===== src/rtl/etf_pkg.sv =====
// ----------------------------------------------------------------------------
// etf_pkg
// Shared widths, fixed-point format and register indexes for the escape-time
// fractal iterator.
// ----------------------------------------------------------------------------
package etf_pkg;

    // signed coordinate format: 32 bits with COORD_FRAC_BITS fraction bits
    localparam int COORD_FRAC_BITS = 26;
    localparam int COORD_W         = 32;
    localparam int PROD_W          = 2 * COORD_W;
    localparam int COUNT_W         = 16;

    // |z|^2 compare width: holds both the 2F-fraction magnitude and limit << F
    localparam int CMP_W           = PROD_W + COORD_FRAC_BITS;

    localparam int CFG_ADDR_W      = 3;
    localparam int CFG_DATA_W      = 32;

    localparam logic [CFG_ADDR_W-1:0] CFG_FRACTAL_MODE   = 3'd0;
    localparam logic [CFG_ADDR_W-1:0] CFG_MAX_ITERATIONS = 3'd1;
    localparam logic [CFG_ADDR_W-1:0] CFG_ESCAPE_LIMIT   = 3'd2;
    localparam logic [CFG_ADDR_W-1:0] CFG_JULIA_RE       = 3'd3;
    localparam logic [CFG_ADDR_W-1:0] CFG_JULIA_IM       = 3'd4;

    localparam logic               MODE_MANDELBROT      = 1'b0;
    localparam logic [COUNT_W-1:0] MAX_ITERATIONS_RESET = 16'd64;
    localparam logic [COORD_W-1:0] ESCAPE_LIMIT_RESET   = 32'd268435456;

endpackage


===== src/rtl/etf_mul.sv =====
// ----------------------------------------------------------------------------
// etf_mul
// Shared signed 32x32 multiplier with a registered 64-bit product.
// ----------------------------------------------------------------------------
module etf_mul (
    input  logic                               aclk,
    input  logic signed [etf_pkg::COORD_W-1:0] op_a,
    input  logic signed [etf_pkg::COORD_W-1:0] op_b,
    output logic signed [etf_pkg::PROD_W-1:0]  prod
);

    logic signed [etf_pkg::PROD_W-1:0] prod_reg;
    logic signed [etf_pkg::PROD_W-1:0] prod_next;

    // both operands signed: sign-extended to the product width
    assign prod_next = op_a * op_b;
    assign prod      = prod_reg;

    always_ff @(posedge aclk) begin
        prod_reg <= prod_next;
    end

endmodule


===== src/rtl/escape_time_fractal_iterator.sv =====
// ----------------------------------------------------------------------------
// escape_time_fractal_iterator
// Mandelbrot / Julia escape-time iteration in signed fixed point.
// ----------------------------------------------------------------------------
// Usage:
//   s_valid/s_ready carry one plane point (s_point_re, s_point_im) per item.
//   m_valid/m_ready return one result per item: m_iteration_count and
//   m_escaped. The cfg_* port writes the mode, limit, escape threshold and
//   Julia constant, one register per cycle at cfg_wr_en; the user must
//   write only while idle, which the block itself does not enforce.
//   One item is worked at a time. Each iteration z <- z*z + c runs on
//   the single shared 32x32 multiplier in the steps x*x, y*y and x*y,
//   with the escape test of z folded into the x*y step. The default
//   iteration limit is 64. The result sits in an output register, so
//   the next point is accepted as soon as the result is registered, even
//   if the receiver stalls. A second result waits in the sequencer until
//   the output register frees up. Reset (aresetn low, synchronous) drops
//   any item in flight, clears the output valid and restores the
//   register defaults.
// ----------------------------------------------------------------------------
module escape_time_fractal_iterator (
    input  logic                                     aclk,
    input  logic                                     aresetn,

    input  logic                                     s_valid,
    output logic                                     s_ready,
    input  logic signed [etf_pkg::COORD_W-1:0]       s_point_re,
    input  logic signed [etf_pkg::COORD_W-1:0]       s_point_im,

    output logic                                     m_valid,
    input  logic                                     m_ready,
    output logic        [etf_pkg::COUNT_W-1:0]       m_iteration_count,
    output logic                                     m_escaped,

    input  logic                                     cfg_wr_en,
    input  logic        [etf_pkg::CFG_ADDR_W-1:0]    cfg_addr,
    input  logic        [etf_pkg::CFG_DATA_W-1:0]    cfg_wdata
);

    localparam int F = etf_pkg::COORD_FRAC_BITS;
    localparam int W = etf_pkg::COORD_W;
    localparam int P = etf_pkg::PROD_W;
    localparam int N = etf_pkg::COUNT_W;

    typedef enum logic [2:0] {
        ST_IDLE,
        ST_SQX,
        ST_SQY,
        ST_XY,
        ST_DONE
    } state_t;

    state_t               state_reg, state_next;

    logic                 mode_reg, mode_next;
    logic [N-1:0]         max_iter_reg, max_iter_next;
    logic [W-1:0]         esc_limit_reg, esc_limit_next;
    logic signed [W-1:0]  julia_re_reg, julia_re_next;
    logic signed [W-1:0]  julia_im_reg, julia_im_next;

    logic signed [W-1:0]  x_reg, x_next;
    logic signed [W-1:0]  y_reg, y_next;
    logic signed [W-1:0]  cre_reg, cre_next;
    logic signed [W-1:0]  cim_reg, cim_next;
    logic signed [P-1:0]  aa_reg, aa_next;
    logic [N-1:0]         count_reg, count_next;
    logic                 first_reg, first_next;
    logic                 ovf_reg, ovf_next;

    logic                 m_valid_reg, m_valid_next;
    logic [N-1:0]         m_count_reg, m_count_next;
    logic                 m_escaped_reg, m_escaped_next;

    logic signed [W-1:0]  mul_a, mul_b;
    logic signed [P-1:0]  prod;

    logic signed [P-1:0]  re_diff, re_sum, im_sum;
    logic                 ovf_x, ovf_y;
    logic [P-1:0]         mag;
    logic [etf_pkg::CMP_W-1:0] mag_ext, lim_ext;
    logic                 beyond, esc;
    logic [N-1:0]         count_inc;

    etf_mul u_mul (
        .aclk (aclk),
        .op_a (mul_a),
        .op_b (mul_b),
        .prod (prod)
    );

    // multiplier operand select
    always_comb begin
        case (state_reg)
            ST_SQX: begin
                mul_a = x_reg;
                mul_b = x_reg;
            end
            ST_SQY: begin
                mul_a = y_reg;
                mul_b = y_reg;
            end
            default: begin
                mul_a = x_reg;
                mul_b = y_reg;
            end
        endcase
    end

    // new real part, valid in ST_XY: prod holds y*y, aa_reg holds x*x
    assign re_diff = aa_reg - prod;
    assign re_sum  = (re_diff >>> F) + $signed({{(P-W){cre_reg[W-1]}}, cre_reg});
    assign ovf_x   = (re_sum[P-1:W-1] != '0) && (re_sum[P-1:W-1] != '1);

    // new imaginary part, valid in ST_SQX after a step: prod holds x*y
    assign im_sum  = (prod >>> (F - 1)) + $signed({{(P-W){cim_reg[W-1]}}, cim_reg});
    assign ovf_y   = (im_sum[P-1:W-1] != '0) && (im_sum[P-1:W-1] != '1);

    // exact |z|^2 > limit, squares are non-negative
    assign mag     = $unsigned(aa_reg) + $unsigned(prod);
    assign mag_ext = etf_pkg::CMP_W'(mag);
    assign lim_ext = etf_pkg::CMP_W'(esc_limit_reg) << F;
    assign beyond  = mag_ext > lim_ext;

    // the start point is never tested
    assign esc       = !first_reg && (ovf_reg || beyond);
    assign count_inc = count_reg + 1'b1;

    always_comb begin
        state_next     = state_reg;
        mode_next      = mode_reg;
        max_iter_next  = max_iter_reg;
        esc_limit_next = esc_limit_reg;
        julia_re_next  = julia_re_reg;
        julia_im_next  = julia_im_reg;
        x_next         = x_reg;
        y_next         = y_reg;
        cre_next       = cre_reg;
        cim_next       = cim_reg;
        aa_next        = aa_reg;
        count_next     = count_reg;
        first_next     = first_reg;
        ovf_next       = ovf_reg;
        m_valid_next   = m_valid_reg && !m_ready;
        m_count_next   = m_count_reg;
        m_escaped_next = m_escaped_reg;

        if (cfg_wr_en) begin
            case (cfg_addr)
                etf_pkg::CFG_FRACTAL_MODE:   mode_next      = cfg_wdata[0];
                etf_pkg::CFG_MAX_ITERATIONS: max_iter_next  = cfg_wdata[N-1:0];
                etf_pkg::CFG_ESCAPE_LIMIT:   esc_limit_next = cfg_wdata[W-1:0];
                etf_pkg::CFG_JULIA_RE:       julia_re_next  = $signed(cfg_wdata[W-1:0]);
                etf_pkg::CFG_JULIA_IM:       julia_im_next  = $signed(cfg_wdata[W-1:0]);
                default: ;
            endcase
        end

        case (state_reg)
            ST_IDLE: begin
                if (s_valid) begin
                    if (mode_reg == etf_pkg::MODE_MANDELBROT) begin
                        x_next   = '0;
                        y_next   = '0;
                        cre_next = s_point_re;
                        cim_next = s_point_im;
                    end else begin
                        x_next   = s_point_re;
                        y_next   = s_point_im;
                        cre_next = julia_re_reg;
                        cim_next = julia_im_reg;
                    end
                    count_next = '0;
                    first_next = 1'b1;
                    ovf_next   = 1'b0;
                    state_next = ST_SQX;
                end
            end
            ST_SQX: begin
                // finish the previous step's imaginary part
                if (!first_reg) begin
                    y_next   = im_sum[W-1:0];
                    ovf_next = ovf_reg || ovf_y;
                end
                state_next = ST_SQY;
            end
            ST_SQY: begin
                aa_next    = prod;
                state_next = ST_XY;
            end
            ST_XY: begin
                if (esc) begin
                    state_next = ST_DONE;
                end else if (mode_reg == etf_pkg::MODE_MANDELBROT) begin
                    if (count_reg >= max_iter_reg) begin
                        state_next = ST_DONE;
                    end else begin
                        count_next = count_inc;
                        x_next     = re_sum[W-1:0];
                        ovf_next   = ovf_x;
                        first_next = 1'b0;
                        state_next = ST_SQX;
                    end
                end else begin
                    // Julia counts a step only once it has passed the test
                    if (!first_reg) begin
                        count_next = count_inc;
                    end
                    if ((first_reg ? count_reg : count_inc) >= max_iter_reg) begin
                        state_next = ST_DONE;
                    end else begin
                        x_next     = re_sum[W-1:0];
                        ovf_next   = ovf_x;
                        first_next = 1'b0;
                        state_next = ST_SQX;
                    end
                end
            end
            ST_DONE: begin
                // hold the result until the output register frees up
                if (!m_valid_reg || m_ready) begin
                    m_valid_next   = 1'b1;
                    m_count_next   = count_reg;
                    m_escaped_next = count_reg < max_iter_reg;
                    state_next     = ST_IDLE;
                end
            end
            default: begin
                state_next = ST_IDLE;
            end
        endcase
    end

    always_ff @(posedge aclk) begin
        if (!aresetn) begin
            state_reg     <= ST_IDLE;
            mode_reg      <= etf_pkg::MODE_MANDELBROT;
            max_iter_reg  <= etf_pkg::MAX_ITERATIONS_RESET;
            esc_limit_reg <= etf_pkg::ESCAPE_LIMIT_RESET;
            julia_re_reg  <= '0;
            julia_im_reg  <= '0;
            m_valid_reg   <= 1'b0;
            first_reg     <= 1'b0;
            count_reg     <= '0;
        end else begin
            state_reg     <= state_next;
            mode_reg      <= mode_next;
            max_iter_reg  <= max_iter_next;
            esc_limit_reg <= esc_limit_next;
            julia_re_reg  <= julia_re_next;
            julia_im_reg  <= julia_im_next;
            m_valid_reg   <= m_valid_next;
            first_reg     <= first_next;
            count_reg     <= count_next;
        end
        x_reg         <= x_next;
        y_reg         <= y_next;
        cre_reg       <= cre_next;
        cim_reg       <= cim_next;
        aa_reg        <= aa_next;
        ovf_reg       <= ovf_next;
        m_count_reg   <= m_count_next;
        m_escaped_reg <= m_escaped_next;
    end

    assign s_ready           = (state_reg == ST_IDLE);
    assign m_valid           = m_valid_reg;
    assign m_iteration_count = m_count_reg;
    assign m_escaped         = m_escaped_reg;

    // an accepted item starts a fresh, untested run
    a_start: assert property (@(posedge aclk) disable iff (!aresetn)
        (s_valid && s_ready) |=> (state_reg == ST_SQX && first_reg && count_reg == '0))
        else $error("item start did not initialize the iteration");

    // the square of y always follows the square of x
    a_seq: assert property (@(posedge aclk) disable iff (!aresetn)
        (state_reg == ST_SQY) |-> ($past(state_reg) == ST_SQX))
        else $error("y*y issued out of sequence");

    // nothing is counted before the first step has been tested
    a_first: assert property (@(posedge aclk) disable iff (!aresetn)
        (state_reg != ST_IDLE && first_reg) |-> (count_reg == '0))
        else $error("count advanced before the first step");

    // a finished item reaches the output register once it is free
    a_done: assert property (@(posedge aclk) disable iff (!aresetn)
        (state_reg == ST_DONE && (!m_valid_reg || m_ready))
        |=> (m_valid_reg && state_reg == ST_IDLE))
        else $error("finished item not delivered to the output register");

endmodule

===== config.mk =====
export PLATFORM = sky130hd
export DESIGN_NAME = escape_time_fractal_iterator
export DESIGN_NICKNAME = d
export VERILOG_FILES = /design/src/rtl/etf_pkg.sv /design/src/rtl/etf_mul.sv /design/src/rtl/escape_time_fractal_iterator.sv
export SDC_FILE = /design/constraint.sdc
export NUM_CORES = 2
export LEC_CHECK = 0
export BUFFER_PORTS_ARGS = -buffer_cell sky130_fd_sc_hd__buf_2
export CORE_MARGIN = 2
export CORE_UTILIZATION = 25
export CTS_CLUSTER_SIZE = 16
export DETAILED_ROUTE_END_ITERATION = 8
export PLACE_DENSITY_LB_ADDON = 0.1
export SYNTH_ARGS = -nofsm -noshare
export SYNTH_HDL_FRONTEND = slang
export SYNTH_HIERARCHICAL = 1
export SYNTH_SLANG_ARGS = --single-unit

===== constraint.sdc =====
create_clock -name aclk -period 18.54 [get_ports aclk]
set_input_delay 3.708 -clock aclk [delete_from_list [all_inputs] [get_ports aclk]]
set_output_delay 3.708 -clock aclk [all_outputs]
set_load 0.01 [all_outputs]

==> flow_metrics.tcl <==
set metrics [dict create \
    n_fill_cell 27600 \
    reg2reg_from "state_reg[1]" \
    yosysWarnings 6 \
    drv_cap 0 \
    cp-start-kind "register" \
    netlist_instances 7046 \
    syn_to_final_growth_pct 8.85 \
    die_w_um 511 \
    syn_avg_cell_area_um2 9.13 \
    htreeDepth 2 \
    vias 48400 \
    hold_path.class "reg2reg" \
    cp-endpoint "u_mul/prod[63]" \
    synth-main-ff-cell "edfxtp_1" \
    grt_remaining_overflow 0 \
    cts_resized 0 \
    end_kind "register" \
    crit_path_frequent_cell "fa_1" \
    synth.top_cells.by_area "fa_1 34%, edfxtp_1 9.8%, ha_1 8.8%" \
    drive_gt1_share_pct 6.78 \
    status "completed" \
    fmax_mhz 96.0 \
    r2r_slack_ns 8.12 \
    crit_type "reg2reg" \
    finalSetupViolCount 0 \
    root_buffer "clkbuf_16" \
    clk_pin_slew_worst_paths_ns 0.07 \
    fp.dieArea_mm2 0.262 \
    cp_slowest_stage_delay_ns 0.68 \
    grt_pass1_wl_mm 354 \
    cts_hold_buf 0 \
    port_buffers 122 \
    period_minus_slack_ns 10.42 \
    cts.sinks 408 \
    die_y_um 511 \
    synth_largest_area_cell "fa_1" \
    syn_area_mm2 0.0644 \
    tns_ns 0 \
    ff2ff_path_depth 26 \
    cp_slowest_cell "inv_1" \
    gp_congestion 0.891 \
    wl_per_cell_um 22.7 \
    ctsLongestPathBuffers 3 \
    slew_viol_final 0 \
    final_nets 8568 \
    cts_buffers 47 \
    crit_path_start "state_reg[1]" \
    dp_hpwl_mm 186 \
    drt_pass1_iterations 5 \
    hold_violations 0 \
    ys_seq_elements 408 \
    clkLatencyLatePin_ns 0.65 \
    synth.yosys.seq_area_share_pct 16.0 \
    vias_per_cell 4.67 \
    rsz0062_at_grt "false" \
    first_iter_violations 3189 \
    track_usage_pct 18.0 \
    post-cts-setup-buffers 0 \
    ant_nets 0 \
    worst_pin_slew_ns 1.18 \
    synth-edff-count 210 \
    core_mm2 0.256 \
    reg2reg_to "u_mul/prod[63]" \
    synth.distinct_cells 112 \
    finClkSkew_ns 0.0346 \
    slew-limit-headroom_pct 21.3 \
    row_count 186 \
    cts_tree "yes" \
    antenna_found_initial 12 \
    period_share_pct 56.2 \
    grt_pass1_vias 51600 \
    drc 0 \
    ios 123 \
    cp.required_ns 19.09 \
    crit_fanout 51 \
    grt_max_degree 68 \
    syn-num-nets 8687 \
    async_flop_share_pct 0 \
    cp.arrival_ns 10.97 \
    netlist.area_leader.share_pct 33.7 \
    start_util_pct 25.1 \
    routed_wl_mm 235 \
]
-- cells in the final DEF, fill, tap and decap left out, drive strengths merged, types with 12 or more instances in the layout --
cell type and count:
a2111oi 12, a211o 16, a211oi 35, a21o 106
a21oi 374, a31oi 29, and2 525, and3 23
buf 199, clkbuf 61, clkinv 15, dfxtp 198
edfxtp 210, fa 1085, ha 452, inv 1174
mux2 99, mux2i 13, nand2 938, nand2b 48
nand3 132, nand4 49, nor2 224, nor2b 49
nor3 49, nor4 44, o211ai 39, o21a 36
o21ai 197, o21bai 51, o31ai 46, or2 13
or3 16, or4 13, xnor2 163, xor2 67
-- worst min path at each step --
stage / start / end / slack, ns / cells past startpoint
final: julia_re_reg[3] / julia_re_reg[3] / 0.45 / 2
after global routing: esc_limit_reg[20] / esc_limit_reg[20] / 0.47 / 2
after CTS: julia_re_reg[3] / julia_re_reg[3] / 0.45 / 2
after floorplan: julia_im_reg[0] / julia_im_reg[0] / 0.43 / 2
after detailed placement: julia_re_reg[3] / julia_re_reg[3] / 0.45 / 2
after global placement: julia_re_reg[11] / julia_re_reg[11] / 0.44 / 2
-- cell usage after synthesis, types with 38 or more instances --
| cell type | count |
|---|---|
| nor4_1 | 38 |
| inv_1 | 1162 |
| edfxtp_1 | 210 |
| nand3_1 | 131 |
| xor2_1 | 67 |
| nand4_1 | 49 |
| xnor2_1 | 163 |
| nor2_1 | 223 |
| fa_1 | 1085 |
| a21oi_1 | 372 |
| nor2b_1 | 49 |
| o21bai_1 | 51 |
| o211ai_1 | 38 |
| a21o_1 | 106 |
| mux2_2 | 98 |
| clkbuf_1 | 325 |
| nand2b_1 | 48 |
| dfxtp_1 | 198 |
| nor3_1 | 48 |
| ha_1 | 452 |
| nand2_1 | 938 |
| o21ai_0 | 182 |
| and2_1 | 525 |
-- logic make-up (layout without fill, tap and decap cells) --
kind of cell    Yosys count  after routing  share of synthesized area [%]
mux                     112            112                           1.93
simple gates           2165           2165                           16.5
xor+xnor                230            230                           3.13
fa+ha+maj              1537           1537                           42.5
compound gates         1062           1062                           10.9
flops                   408            408                           16.0
other cells               0              7                              0
buf+inv                1532           1452                           9.05
-- worst max-delay path: cells and delay by family, from the launching register on --
kind	cells	cell delay (ns)
fa+ha+maj	9	4.32
simple gates	7	2.63
buf+inv	4	1.33
compound gates	5	1.28
flops	1	0.51
mux	1	0.14
-- routing by layer --
metal  share of wire, %  routed length, um  GRT usage, %  vias up
li1                   -                  -             -    22200
met1                 47             110000          25.5    25000
met2                 48             113000          30.4      966
met3                3.7               8690          1.52      175
met4                1.5               3650          2.59        0
met5                  0                  0             0        -
-- layout make-up --
type / count / area [um2] / area share [%]
inverters: 1165 / 4380 / 6.25
well taps: 3384 / 4230 / 6.04
flip-flops and latches: 408 / 10300 / 14.7
clock inverters: 27 / 260 / 0.371
diodes: 7 / 17.5 / 0.0250
clock buffers: 61 / 1380 / 1.96
repair buffers: 199 / 1190 / 1.70
multi-input cells: 5106 / 48300 / 69.0
-- metrics by stage --
| stage | util, % | hold slack, ns | cells | setup WS [ns] | cell area (um2) |
|---|---|---|---|---|---|
| floorplan | - | 0.433 | 7046 | 8.04 | 64400 |
| global placement | 26.7 | 0.440 | 10300 | 8.40 | 68400 |
| detailed placement | 26.7 | 0.445 | 10300 | 8.21 | 68400 |
| CTS | 27.3 | 0.454 | 10400 | 8.15 | 70000 |
| global route | 27.3 | 0.471 | 10400 | 7.53 | 70000 |
| finish | 27.3 | 0.451 | 10400 | 8.12 | 70100 |
Power is not shown: default switching activity piles up to over one toggle a cycle in this logic, so the estimate is an artifact.
